File: src/hdl/lkv_pkg.sv
package lkv_pkg;

    localparam int MAX_ENTRIES_DEF = 8;
    localparam int KEY_BITS_DEF    = 32;
    localparam int VALUE_BITS_DEF  = 32;

    localparam int          CAP_BITS  = 4;
    localparam logic [3:0]  CAP_RESET = 4'd8;

    localparam logic OP_GET = 1'b0;
    localparam logic OP_PUT = 1'b1;

    typedef enum logic [1:0] {
        ST_IDLE,
        ST_SCAN,
        ST_DECIDE
    } t_state;

    // Flags that travel with a lookup request along the row of cells.
    typedef struct packed {
        logic active;
        logic found;
        logic free_found;
        logic have_max;
    } t_scan_flags;

    // Update command broadcast to every cell for one cycle.
    typedef struct packed {
        logic en;
        logic write_key;
        logic write_value;
        logic set_valid;
        logic age_all;
    } t_upd_ctl;

endpackage

File: src/hdl/lru_key_value_store.sv
// Channel   | Direction | Handshake                | Payload
// ----------+-----------+--------------------------+-------------------------------
// input     | in        | i_in_valid / o_in_stall  | i_operation, i_key, i_value
// output    | out       | o_out_valid / i_out_stall| o_hit, o_read_value
// config    | in        | i_cfg_valid / o_cfg_ready| i_cfg_capacity
//
// The lookup walks the row of cells one cell per cycle, then the decide step
// broadcasts the update to all cells. Reset (i_rst_n low, synchronous) clears
// all valid bits and ranks and sets the capacity to eight. A finished result
// waits in the output register; a stalled output holds the decide step, and
// the next request is taken only after it.
module lru_key_value_store #(
    parameter int MAX_ENTRIES = lkv_pkg::MAX_ENTRIES_DEF,
    parameter int KEY_BITS    = lkv_pkg::KEY_BITS_DEF,
    parameter int VALUE_BITS  = lkv_pkg::VALUE_BITS_DEF
) (
    input  logic        i_clk,
    input  logic        i_rst_n,
    input  logic        i_in_valid,
    output logic        o_in_stall,
    input  logic        i_operation,
    input  logic [31:0] i_key,
    input  logic [31:0] i_value,
    output logic        o_out_valid,
    input  logic        i_out_stall,
    output logic        o_hit,
    output logic [31:0] o_read_value,
    input  logic        i_cfg_valid,
    output logic        o_cfg_ready,
    input  logic [3:0]  i_cfg_capacity
);

    localparam int IDX_W = (MAX_ENTRIES > 1) ? $clog2(MAX_ENTRIES) : 1;
    localparam int CNT_W = $clog2(MAX_ENTRIES + 1);
    localparam int CMP_W = (CNT_W > lkv_pkg::CAP_BITS) ? CNT_W : lkv_pkg::CAP_BITS;

    lkv_pkg::t_state       r_state;
    lkv_pkg::t_state       n_state;
    logic [3:0]            r_capacity;
    logic                  r_start;
    logic                  r_op;
    logic [KEY_BITS-1:0]   r_key;
    logic [VALUE_BITS-1:0] r_value;
    logic                  r_out_valid;
    logic                  r_out_hit;
    logic [31:0]           r_out_value;

    // Scan result captured from the end of the row.
    logic                  r_found;
    logic [CNT_W-1:0]      r_occ;
    logic [IDX_W-1:0]      r_hit_idx;
    logic [IDX_W-1:0]      r_hit_rank;
    logic [VALUE_BITS-1:0] r_hit_value;
    logic [IDX_W-1:0]      r_free_idx;
    logic [IDX_W-1:0]      r_max_idx;
    logic [IDX_W-1:0]      r_max_rank;

    lkv_pkg::t_scan_flags  c_flags     [0:MAX_ENTRIES];
    logic [CNT_W-1:0]      c_occ       [0:MAX_ENTRIES];
    logic [IDX_W-1:0]      c_hit_idx   [0:MAX_ENTRIES];
    logic [IDX_W-1:0]      c_hit_rank  [0:MAX_ENTRIES];
    logic [VALUE_BITS-1:0] c_hit_value [0:MAX_ENTRIES];
    logic [IDX_W-1:0]      c_free_idx  [0:MAX_ENTRIES];
    logic [IDX_W-1:0]      c_max_idx   [0:MAX_ENTRIES];
    logic [IDX_W-1:0]      c_max_rank  [0:MAX_ENTRIES];

    lkv_pkg::t_upd_ctl     d_upd;
    lkv_pkg::t_upd_ctl     upd;
    logic [IDX_W-1:0]      d_slot;
    logic [IDX_W-1:0]      d_thresh;
    logic                  in_accept;
    logic                  out_free;
    logic                  load_out;
    logic                  is_full;
    logic [CMP_W-1:0]      cap_ext;
    logic [CMP_W-1:0]      eff_cap;
    logic [CMP_W-1:0]      max_ext;

    assign c_flags[0]     = '{active: r_start, found: 1'b0, free_found: 1'b0,
                              have_max: 1'b0};
    assign c_occ[0]       = '0;
    assign c_hit_idx[0]   = '0;
    assign c_hit_rank[0]  = '0;
    assign c_hit_value[0] = '0;
    assign c_free_idx[0]  = '0;
    assign c_max_idx[0]   = '0;
    assign c_max_rank[0]  = '0;

    for (genvar g = 0; g < MAX_ENTRIES; g++) begin : g_cell
        lkv_cell #(
            .MAX_ENTRIES (MAX_ENTRIES),
            .KEY_BITS    (KEY_BITS),
            .VALUE_BITS  (VALUE_BITS),
            .CELL_IDX    (g)
        ) u_cell (
            .i_clk        (i_clk),
            .i_rst_n      (i_rst_n),
            .i_req_key    (r_key),
            .i_req_value  (r_value),
            .i_flags      (c_flags[g]),
            .i_occ        (c_occ[g]),
            .i_hit_idx    (c_hit_idx[g]),
            .i_hit_rank   (c_hit_rank[g]),
            .i_hit_value  (c_hit_value[g]),
            .i_free_idx   (c_free_idx[g]),
            .i_max_idx    (c_max_idx[g]),
            .i_max_rank   (c_max_rank[g]),
            .o_flags      (c_flags[g+1]),
            .o_occ        (c_occ[g+1]),
            .o_hit_idx    (c_hit_idx[g+1]),
            .o_hit_rank   (c_hit_rank[g+1]),
            .o_hit_value  (c_hit_value[g+1]),
            .o_free_idx   (c_free_idx[g+1]),
            .o_max_idx    (c_max_idx[g+1]),
            .o_max_rank   (c_max_rank[g+1]),
            .i_upd        (upd),
            .i_upd_slot   (d_slot),
            .i_upd_thresh (d_thresh)
        );
    end

    assign in_accept = i_in_valid && !o_in_stall;
    assign out_free  = !r_out_valid || !i_out_stall;

    // Capacity zero acts as one; anything above the entry count acts as full size.
    assign cap_ext = CMP_W'(r_capacity);
    assign max_ext = CMP_W'(MAX_ENTRIES);
    always_comb begin
        if (cap_ext == '0) begin
            eff_cap = CMP_W'(1);
        end else if (cap_ext > max_ext) begin
            eff_cap = max_ext;
        end else begin
            eff_cap = cap_ext;
        end
    end
    assign is_full = (CMP_W'(r_occ) >= eff_cap);

    always_comb begin
        d_upd    = '0;
        d_slot   = r_hit_idx;
        d_thresh = r_hit_rank;
        if (r_found) begin
            d_upd.en          = 1'b1;
            d_upd.write_value = (r_op == lkv_pkg::OP_PUT);
        end else if (r_op == lkv_pkg::OP_PUT) begin
            d_upd.en          = 1'b1;
            d_upd.write_key   = 1'b1;
            d_upd.write_value = 1'b1;
            if (is_full) begin
                d_slot   = r_max_idx;
                d_thresh = r_max_rank;
            end else begin
                d_slot          = r_free_idx;
                d_upd.set_valid = 1'b1;
                d_upd.age_all   = 1'b1;
            end
        end
    end

    always_comb begin
        n_state = r_state;
        unique case (r_state)
            lkv_pkg::ST_IDLE: begin
                if (in_accept) begin
                    n_state = lkv_pkg::ST_SCAN;
                end
            end
            lkv_pkg::ST_SCAN: begin
                if (c_flags[MAX_ENTRIES].active) begin
                    n_state = lkv_pkg::ST_DECIDE;
                end
            end
            lkv_pkg::ST_DECIDE: begin
                if (out_free) begin
                    n_state = lkv_pkg::ST_IDLE;
                end
            end
            default: n_state = lkv_pkg::ST_IDLE;
        endcase
    end

    always_comb begin
        o_in_stall = 1'b1;
        load_out   = 1'b0;
        upd        = '0;
        unique case (r_state)
            lkv_pkg::ST_IDLE: begin
                o_in_stall = 1'b0;
            end
            lkv_pkg::ST_SCAN: begin
                o_in_stall = 1'b1;
            end
            lkv_pkg::ST_DECIDE: begin
                load_out = out_free;
                if (out_free) begin
                    upd = d_upd;
                end
            end
            default: o_in_stall = 1'b1;
        endcase
    end

    always_ff @(posedge i_clk) begin
        if (!i_rst_n) begin
            r_state     <= lkv_pkg::ST_IDLE;
            r_capacity  <= lkv_pkg::CAP_RESET;
            r_start     <= 1'b0;
            r_out_valid <= 1'b0;
        end else begin
            r_state <= n_state;
            r_start <= in_accept;
            if (i_cfg_valid && o_cfg_ready) begin
                r_capacity <= i_cfg_capacity;
            end
            if (load_out) begin
                r_out_valid <= 1'b1;
            end else if (!i_out_stall) begin
                r_out_valid <= 1'b0;
            end
        end
    end

    always_ff @(posedge i_clk) begin
        if (in_accept) begin
            r_op    <= i_operation;
            r_key   <= KEY_BITS'(i_key);
            r_value <= VALUE_BITS'(i_value);
        end
        if ((r_state == lkv_pkg::ST_SCAN) && c_flags[MAX_ENTRIES].active) begin
            r_found     <= c_flags[MAX_ENTRIES].found;
            r_occ       <= c_occ[MAX_ENTRIES];
            r_hit_idx   <= c_hit_idx[MAX_ENTRIES];
            r_hit_rank  <= c_hit_rank[MAX_ENTRIES];
            r_hit_value <= c_hit_value[MAX_ENTRIES];
            r_free_idx  <= c_free_idx[MAX_ENTRIES];
            r_max_idx   <= c_max_idx[MAX_ENTRIES];
            r_max_rank  <= c_max_rank[MAX_ENTRIES];
        end
        if (load_out) begin
            r_out_hit <= r_found;
            if (r_found && (r_op == lkv_pkg::OP_GET)) begin
                r_out_value <= 32'(r_hit_value);
            end else begin
                r_out_value <= '0;
            end
        end
    end

    assign o_cfg_ready  = 1'b1;
    assign o_out_valid  = r_out_valid;
    assign o_hit        = r_out_hit;
    assign o_read_value = r_out_value;

endmodule

File: src/hdl/lkv_cell.sv
module lkv_cell #(
    parameter int MAX_ENTRIES = lkv_pkg::MAX_ENTRIES_DEF,
    parameter int KEY_BITS    = lkv_pkg::KEY_BITS_DEF,
    parameter int VALUE_BITS  = lkv_pkg::VALUE_BITS_DEF,
    parameter int CELL_IDX    = 0
) (
    input  logic                                  i_clk,
    input  logic                                  i_rst_n,
    input  logic [KEY_BITS-1:0]                   i_req_key,
    input  logic [VALUE_BITS-1:0]                 i_req_value,
    input  lkv_pkg::t_scan_flags                  i_flags,
    input  logic [$clog2(MAX_ENTRIES+1)-1:0]      i_occ,
    input  logic [(MAX_ENTRIES>1 ? $clog2(MAX_ENTRIES) : 1)-1:0] i_hit_idx,
    input  logic [(MAX_ENTRIES>1 ? $clog2(MAX_ENTRIES) : 1)-1:0] i_hit_rank,
    input  logic [VALUE_BITS-1:0]                 i_hit_value,
    input  logic [(MAX_ENTRIES>1 ? $clog2(MAX_ENTRIES) : 1)-1:0] i_free_idx,
    input  logic [(MAX_ENTRIES>1 ? $clog2(MAX_ENTRIES) : 1)-1:0] i_max_idx,
    input  logic [(MAX_ENTRIES>1 ? $clog2(MAX_ENTRIES) : 1)-1:0] i_max_rank,
    output lkv_pkg::t_scan_flags                  o_flags,
    output logic [$clog2(MAX_ENTRIES+1)-1:0]      o_occ,
    output logic [(MAX_ENTRIES>1 ? $clog2(MAX_ENTRIES) : 1)-1:0] o_hit_idx,
    output logic [(MAX_ENTRIES>1 ? $clog2(MAX_ENTRIES) : 1)-1:0] o_hit_rank,
    output logic [VALUE_BITS-1:0]                 o_hit_value,
    output logic [(MAX_ENTRIES>1 ? $clog2(MAX_ENTRIES) : 1)-1:0] o_free_idx,
    output logic [(MAX_ENTRIES>1 ? $clog2(MAX_ENTRIES) : 1)-1:0] o_max_idx,
    output logic [(MAX_ENTRIES>1 ? $clog2(MAX_ENTRIES) : 1)-1:0] o_max_rank,
    input  lkv_pkg::t_upd_ctl                     i_upd,
    input  logic [(MAX_ENTRIES>1 ? $clog2(MAX_ENTRIES) : 1)-1:0] i_upd_slot,
    input  logic [(MAX_ENTRIES>1 ? $clog2(MAX_ENTRIES) : 1)-1:0] i_upd_thresh
);

    localparam int IDX_W = (MAX_ENTRIES > 1) ? $clog2(MAX_ENTRIES) : 1;
    localparam int CNT_W = $clog2(MAX_ENTRIES + 1);
    localparam logic [IDX_W-1:0] MY_IDX = IDX_W'(CELL_IDX);

    // Entry held by this cell.
    logic                  r_valid;
    logic [IDX_W-1:0]      r_rank;
    logic [KEY_BITS-1:0]   r_key;
    logic [VALUE_BITS-1:0] r_value;

    // Scan stage register handed to the next cell.
    lkv_pkg::t_scan_flags  r_flags;
    logic [CNT_W-1:0]      r_occ;
    logic [IDX_W-1:0]      r_hit_idx;
    logic [IDX_W-1:0]      r_hit_rank;
    logic [VALUE_BITS-1:0] r_hit_value;
    logic [IDX_W-1:0]      r_free_idx;
    logic [IDX_W-1:0]      r_max_idx;
    logic [IDX_W-1:0]      r_max_rank;

    lkv_pkg::t_scan_flags  n_flags;
    logic [CNT_W-1:0]      n_occ;
    logic [IDX_W-1:0]      n_hit_idx;
    logic [IDX_W-1:0]      n_hit_rank;
    logic [VALUE_BITS-1:0] n_hit_value;
    logic [IDX_W-1:0]      n_free_idx;
    logic [IDX_W-1:0]      n_max_idx;
    logic [IDX_W-1:0]      n_max_rank;

    always_comb begin
        n_flags     = i_flags;
        n_occ       = i_occ;
        n_hit_idx   = i_hit_idx;
        n_hit_rank  = i_hit_rank;
        n_hit_value = i_hit_value;
        n_free_idx  = i_free_idx;
        n_max_idx   = i_max_idx;
        n_max_rank  = i_max_rank;
        if (i_flags.active && r_valid) begin
            n_occ = i_occ + CNT_W'(1);
            if (!i_flags.found && (r_key == i_req_key)) begin
                n_flags.found = 1'b1;
                n_hit_idx     = MY_IDX;
                n_hit_rank    = r_rank;
                n_hit_value   = r_value;
            end
            if (!i_flags.have_max || (r_rank > i_max_rank)) begin
                n_flags.have_max = 1'b1;
                n_max_idx        = MY_IDX;
                n_max_rank       = r_rank;
            end
        end else if (i_flags.active && !i_flags.free_found) begin
            n_flags.free_found = 1'b1;
            n_free_idx         = MY_IDX;
        end
    end

    always_ff @(posedge i_clk) begin
        if (!i_rst_n) begin
            r_flags <= '0;
            r_valid <= 1'b0;
            r_rank  <= '0;
        end else begin
            r_flags <= n_flags;
            if (i_upd.en) begin
                if (i_upd_slot == MY_IDX) begin
                    r_rank <= '0;
                    if (i_upd.set_valid) begin
                        r_valid <= 1'b1;
                    end
                end else if (r_valid) begin
                    // Entries newer than the slot (all on age_all) age by one.
                    if (i_upd.age_all || (r_rank < i_upd_thresh)) begin
                        r_rank <= r_rank + IDX_W'(1);
                    end
                end
            end
        end
    end

    always_ff @(posedge i_clk) begin
        r_occ       <= n_occ;
        r_hit_idx   <= n_hit_idx;
        r_hit_rank  <= n_hit_rank;
        r_hit_value <= n_hit_value;
        r_free_idx  <= n_free_idx;
        r_max_idx   <= n_max_idx;
        r_max_rank  <= n_max_rank;
        if (i_upd.en && (i_upd_slot == MY_IDX)) begin
            if (i_upd.write_key) begin
                r_key <= i_req_key;
            end
            if (i_upd.write_value) begin
                r_value <= i_req_value;
            end
        end
    end

    assign o_flags     = r_flags;
    assign o_occ       = r_occ;
    assign o_hit_idx   = r_hit_idx;
    assign o_hit_rank  = r_hit_rank;
    assign o_hit_value = r_hit_value;
    assign o_free_idx  = r_free_idx;
    assign o_max_idx   = r_max_idx;
    assign o_max_rank  = r_max_rank;

endmodule
File: config.mk
export PLATFORM = sky130hd
export DESIGN_NAME = lru_key_value_store
export DESIGN_NICKNAME = d
export VERILOG_FILES = /design/src/hdl/lkv_pkg.sv /design/src/hdl/lru_key_value_store.sv /design/src/hdl/lkv_cell.sv
export SDC_FILE = /design/constraint.sdc
export NUM_CORES = 1
export LEC_CHECK = 0
export BUFFER_PORTS_ARGS = -buffer_cell sky130_fd_sc_hd__buf_2
export CAP_MARGIN = 30
export CELL_PAD_IN_SITES_DETAIL_PLACEMENT = 0
export CELL_PAD_IN_SITES_GLOBAL_PLACEMENT = 1
export CORE_MARGIN = 8
export CORE_UTILIZATION = 49
export DETAILED_ROUTE_END_ITERATION = 8
export GPL_ROUTABILITY_DRIVEN = 0
export PLACE_DENSITY_LB_ADDON = 0.1
export SLEW_MARGIN = 0
export SYNTH_ARGS = -nofsm -noshare
export SYNTH_HDL_FRONTEND = slang
export SYNTH_SLANG_ARGS = --single-unit
File: constraint.sdc
create_clock -name i_clk -period 6.63 [get_ports i_clk]
set_input_delay 0 -clock i_clk [delete_from_list [all_inputs] [get_ports i_clk]]
set_output_delay 0 -clock i_clk [all_outputs]
set_load 0.005 [all_outputs]
==> flow_summary.json <==
{
  "leakagePower_uw": 0.0167,
  "clock_latency_ps": 680,
  "switching_power_uw": 2790,
  "overflow": 0,
  "p_clk_frac": 0.445,
  "ios": 110,
  "dpl_worst_slack_ps": 2740,
  "yosysWarnings": 0,
  "seqPwrFrac": 0.535,
  "drc_errors": 0,
  "cts_root_buf": "clkbuf_16",
  "cp_data_required_time_ps": 7180,
  "ir_drop_mv": 0.224,
  "tightestPinTransition_ps": 1040,
  "die_w_um": 300,
  "fmax_ghz": 0.260,
  "crit_start": "r_key[17]$_DFFE_PP_",
  "top_usage_layer": "met2",
  "use_met3": 0.0308,
  "hold_start": "i_key[8]",
  "cts_setup_buffers": 0,
  "grt_pass1_vias": 21166,
  "ys_ff_latch": 1113,
  "use_met1": 0.253,
  "grt_max_degree": 54,
  "grt_pass1_wl_mm": 129,
  "synthCells": 2468,
  "viasPerCell": 5.14,
  "ys.flop_type": "edfxtp_1",
  "status": "completed",
  "layout-drive-gt1-share": 0.229,
  "wirelength_mm": 83.5,
  "nNetsFinal": 2892,
  "rows": 104,
  "dieArea_mm2": 0.0901,
  "ant_nets": 0,
  "switching_share": 0.201,
  "dp_hpwl_mm": 52.2,
  "synth.distinct_cells": 71,
  "rsz0062_at_grt": "false",
  "clock-sinks": 1113,
  "cp_max_fo": 22,
  "startpoint_type": "flip-flop",
  "relSlewSlack": 0.308,
  "io_buffer_count": 108,
  "powerDensity_mw_per_mm2": 298,
  "first_iter_violations": 1420,
  "cts_made_buffers": 112,
  "cts_buffer_depth": 3,
  "cts_tree": "yes",
  "hold_path_class": "primary input to flip-flop",
  "cap_violations": 0,
  "syn_area_mm2": 0.0396,
  "synth_nets": 2581,
  "maxSlewViolCount": 0,
  "postSynthAreaPerCell_um2": 16.0,
  "critPathArrivalTime_ps": 4400,
  "finalSetupViolCount": 0,
  "cts.reportedPaths.clkPinSlew_ps": 60,
  "intPower_uw": 11100,
  "hold_slack_ps": 42.3,
  "endpoint_kind": "flip-flop",
  "layout_setup_ws_ps": 2790,
  "die_h_um": 300,
  "combPwrFrac": 0.020,
  "synth-seq-area-share": 0.730,
  "via_count": 20225,
  "min_period_ps": 3840,
  "area_delta_synth_final_pct": 17.6,
  "coreArea_mm2": 0.0803,
  "drt_pass1_iterations": 5,
  "start_util": 0.493,
  "synth_edf_count": 662,
  "antenna_found_initial": 2,
  "regToRegStartpoint": "r_key[17]$_DFFE_PP_",
  "async_flop_share": 0,
  "worst_clock_skew_ps": 56.5,
  "critPathKind": "flip-flop to flip-flop",
  "n_antenna_cell": 0,
  "min_period_over_period": 0.579,
  "wl_per_cell_um": 21.2,
  "h-tree-depth": 3,
  "final.setup.tns_ps": 0,
  "met2_usage": 0.305,
  "finalHoldViolations": 0,
  "grtUsageTotal": 0.185
}
[cell usage after synthesis, types with 19 or more instances]
library cell | instances | share of area
o21ai_0 | 25 | 0.0032
nor2_1 | 58 | 0.0055
xor2_1 | 75 | 0.017
mux2_4 | 29 | 0.011
nor2b_1 | 46 | 0.0073
dfxtp_1 | 451 | 0.23
buf_2 | 31 | 0.0039
nand2_1 | 67 | 0.0064
and2_1 | 81 | 0.013
mux2i_1 | 19 | 0.0048
ha_1 | 39 | 0.012
nand4_1 | 56 | 0.0089
inv_1 | 38 | 0.0036
a21oi_1 | 19 | 0.0024
nand3_1 | 64 | 0.0081
o21a_1 | 30 | 0.0057
xnor2_1 | 189 | 0.042
nor4_1 | 19 | 0.0030
edfxtp_1 | 662 | 0.50
mux2_2 | 219 | 0.062
clkbuf_1 | 21 | 0.0020
nor3_1 | 20 | 0.0025
or2_2 | 32 | 0.0051
[logic make-up (layout without fill, tap and decap cells)]
family                   count (synthesis)  count (layout)  share of synthesized area
AO/OA/AOI/OAI                          153             153                     0.0278
XOR/XNOR                               265             265                     0.0588
adder cells (fa/ha/maj)                 45              45                     0.0138
buffers and inverters                  122             531                     0.0178
flip-flops                            1113            1113                      0.730
multiplexers                           277             277                     0.0810
other                                    1               1                  0.0000948
AND/OR/NAND/NOR                        492             492                     0.0703
[cell usage in the layout (no fill, tap or decap), drive strengths merged, types with 67 or more instances in the layout]
cell           n
clkbuf       156
mux2         258
and2          84
nand2         67
dfxtp        451
xor2          76
dlygate4sd3  120
xnor2        189
edfxtp       662
buf          161
[metrics by stage]
stage | power (uW) | instance area (um^2) | std cells | utilization
after floorplan | 7670 | 39600 | 2468 | -
after global placement | 7780 | 41400 | 3592 | 0.515
after detailed placement | 7780 | 41600 | 3605 | 0.519
after CTS | 14000 | 46500 | 3937 | 0.579
after global routing | 14300 | 46500 | 3937 | 0.579
final | 13800 | 46500 | 3937 | 0.579
[layout make-up]
class	count	area, um^2
flip-flops and latches	1113	28900
multi-input cells	1233	10100
well taps	1060	1330
clock inverters	56	509
repair buffers	281	2320
fillers	6211	33800
clock buffers	156	3170
inverters	38	143
[state kept, by name, indices dropped and copies added, names as in the netlist, 8 cells and up]
| name | cells |
|---|---|
| r_value | 32 |
| g_cell.u_cell.r_valid | 8 |
| g_cell.u_cell.r_rank | 24 |
| o_read_value | 32 |
| r_hit_value | 32 |
| g_cell.u_cell.o_hit_rank | 24 |
| g_cell.u_cell.o_hit_value | 256 |
| g_cell.u_cell.o_hit_idx | 17 |
| g_cell.u_cell.o_flags | 30 |
| g_cell.u_cell.o_free_idx | 17 |
| g_cell.u_cell.r_value | 256 |
| g_cell.u_cell.o_max_rank | 24 |
| r_key | 32 |
| g_cell.u_cell.o_max_idx | 17 |
| g_cell.u_cell.o_occ | 26 |
| g_cell.u_cell.r_key | 256 |
[worst paths after layout]
path	to	slack [ps]	depth (start not counted)
setup / recovery	g_cell[7].u_cell.o_hit_value[6]$_DFF_P_	2790	7
hold / removal	r_key[8]$_DFFE_PP_	40	2
setup reg to reg	g_cell[7].u_cell.o_hit_value[6]$_DFF_P_	2790	7
hold reg to reg	r_max_rank[0]$_DFFE_PP_	400	0
[layer usage]
metal,vias to the layer above,wire length (um),share of wire
li1,9578,-,-
met1,10118,38300,0.46
met2,422,39900,0.48
met3,107,3670,0.044
met4,0,1570,0.019
met5,-,0,0
[power groups by stage]
| stage | clock network, uW | registers, uW | logic [uW] |
|---|---|---|---|
| 5_1_grt | 6590 | 7420 | 297 |
| 2_1_floorplan | 0 | 7520 | 150 |
| 4_1_cts | 6330 | 7420 | 273 |
| 3_3_place_gp | 0 | 7560 | 213 |
| 3_5_place_dp | 0 | 7570 | 217 |
| 6_report | 6160 | 7410 | 273 |
[what timing repair did]
action | CTS | global route
gates resized for setup | 0 | 0
hold buffers | 120 | 0
hold endpoints to repair | 117 | 0
endpoints found under the setup margin | 0 | 0
[worst max-delay path, cell delays in order (launching register included)]
cell,delay (ps)
edfxtp_1,840
xnor2_1,190
nand4_1,140
nor4_1,580
nand4_1,380
nor2_4,760
buf_4,420
mux2_2,370
Note: power is estimated with default switching activity, not from simulation.
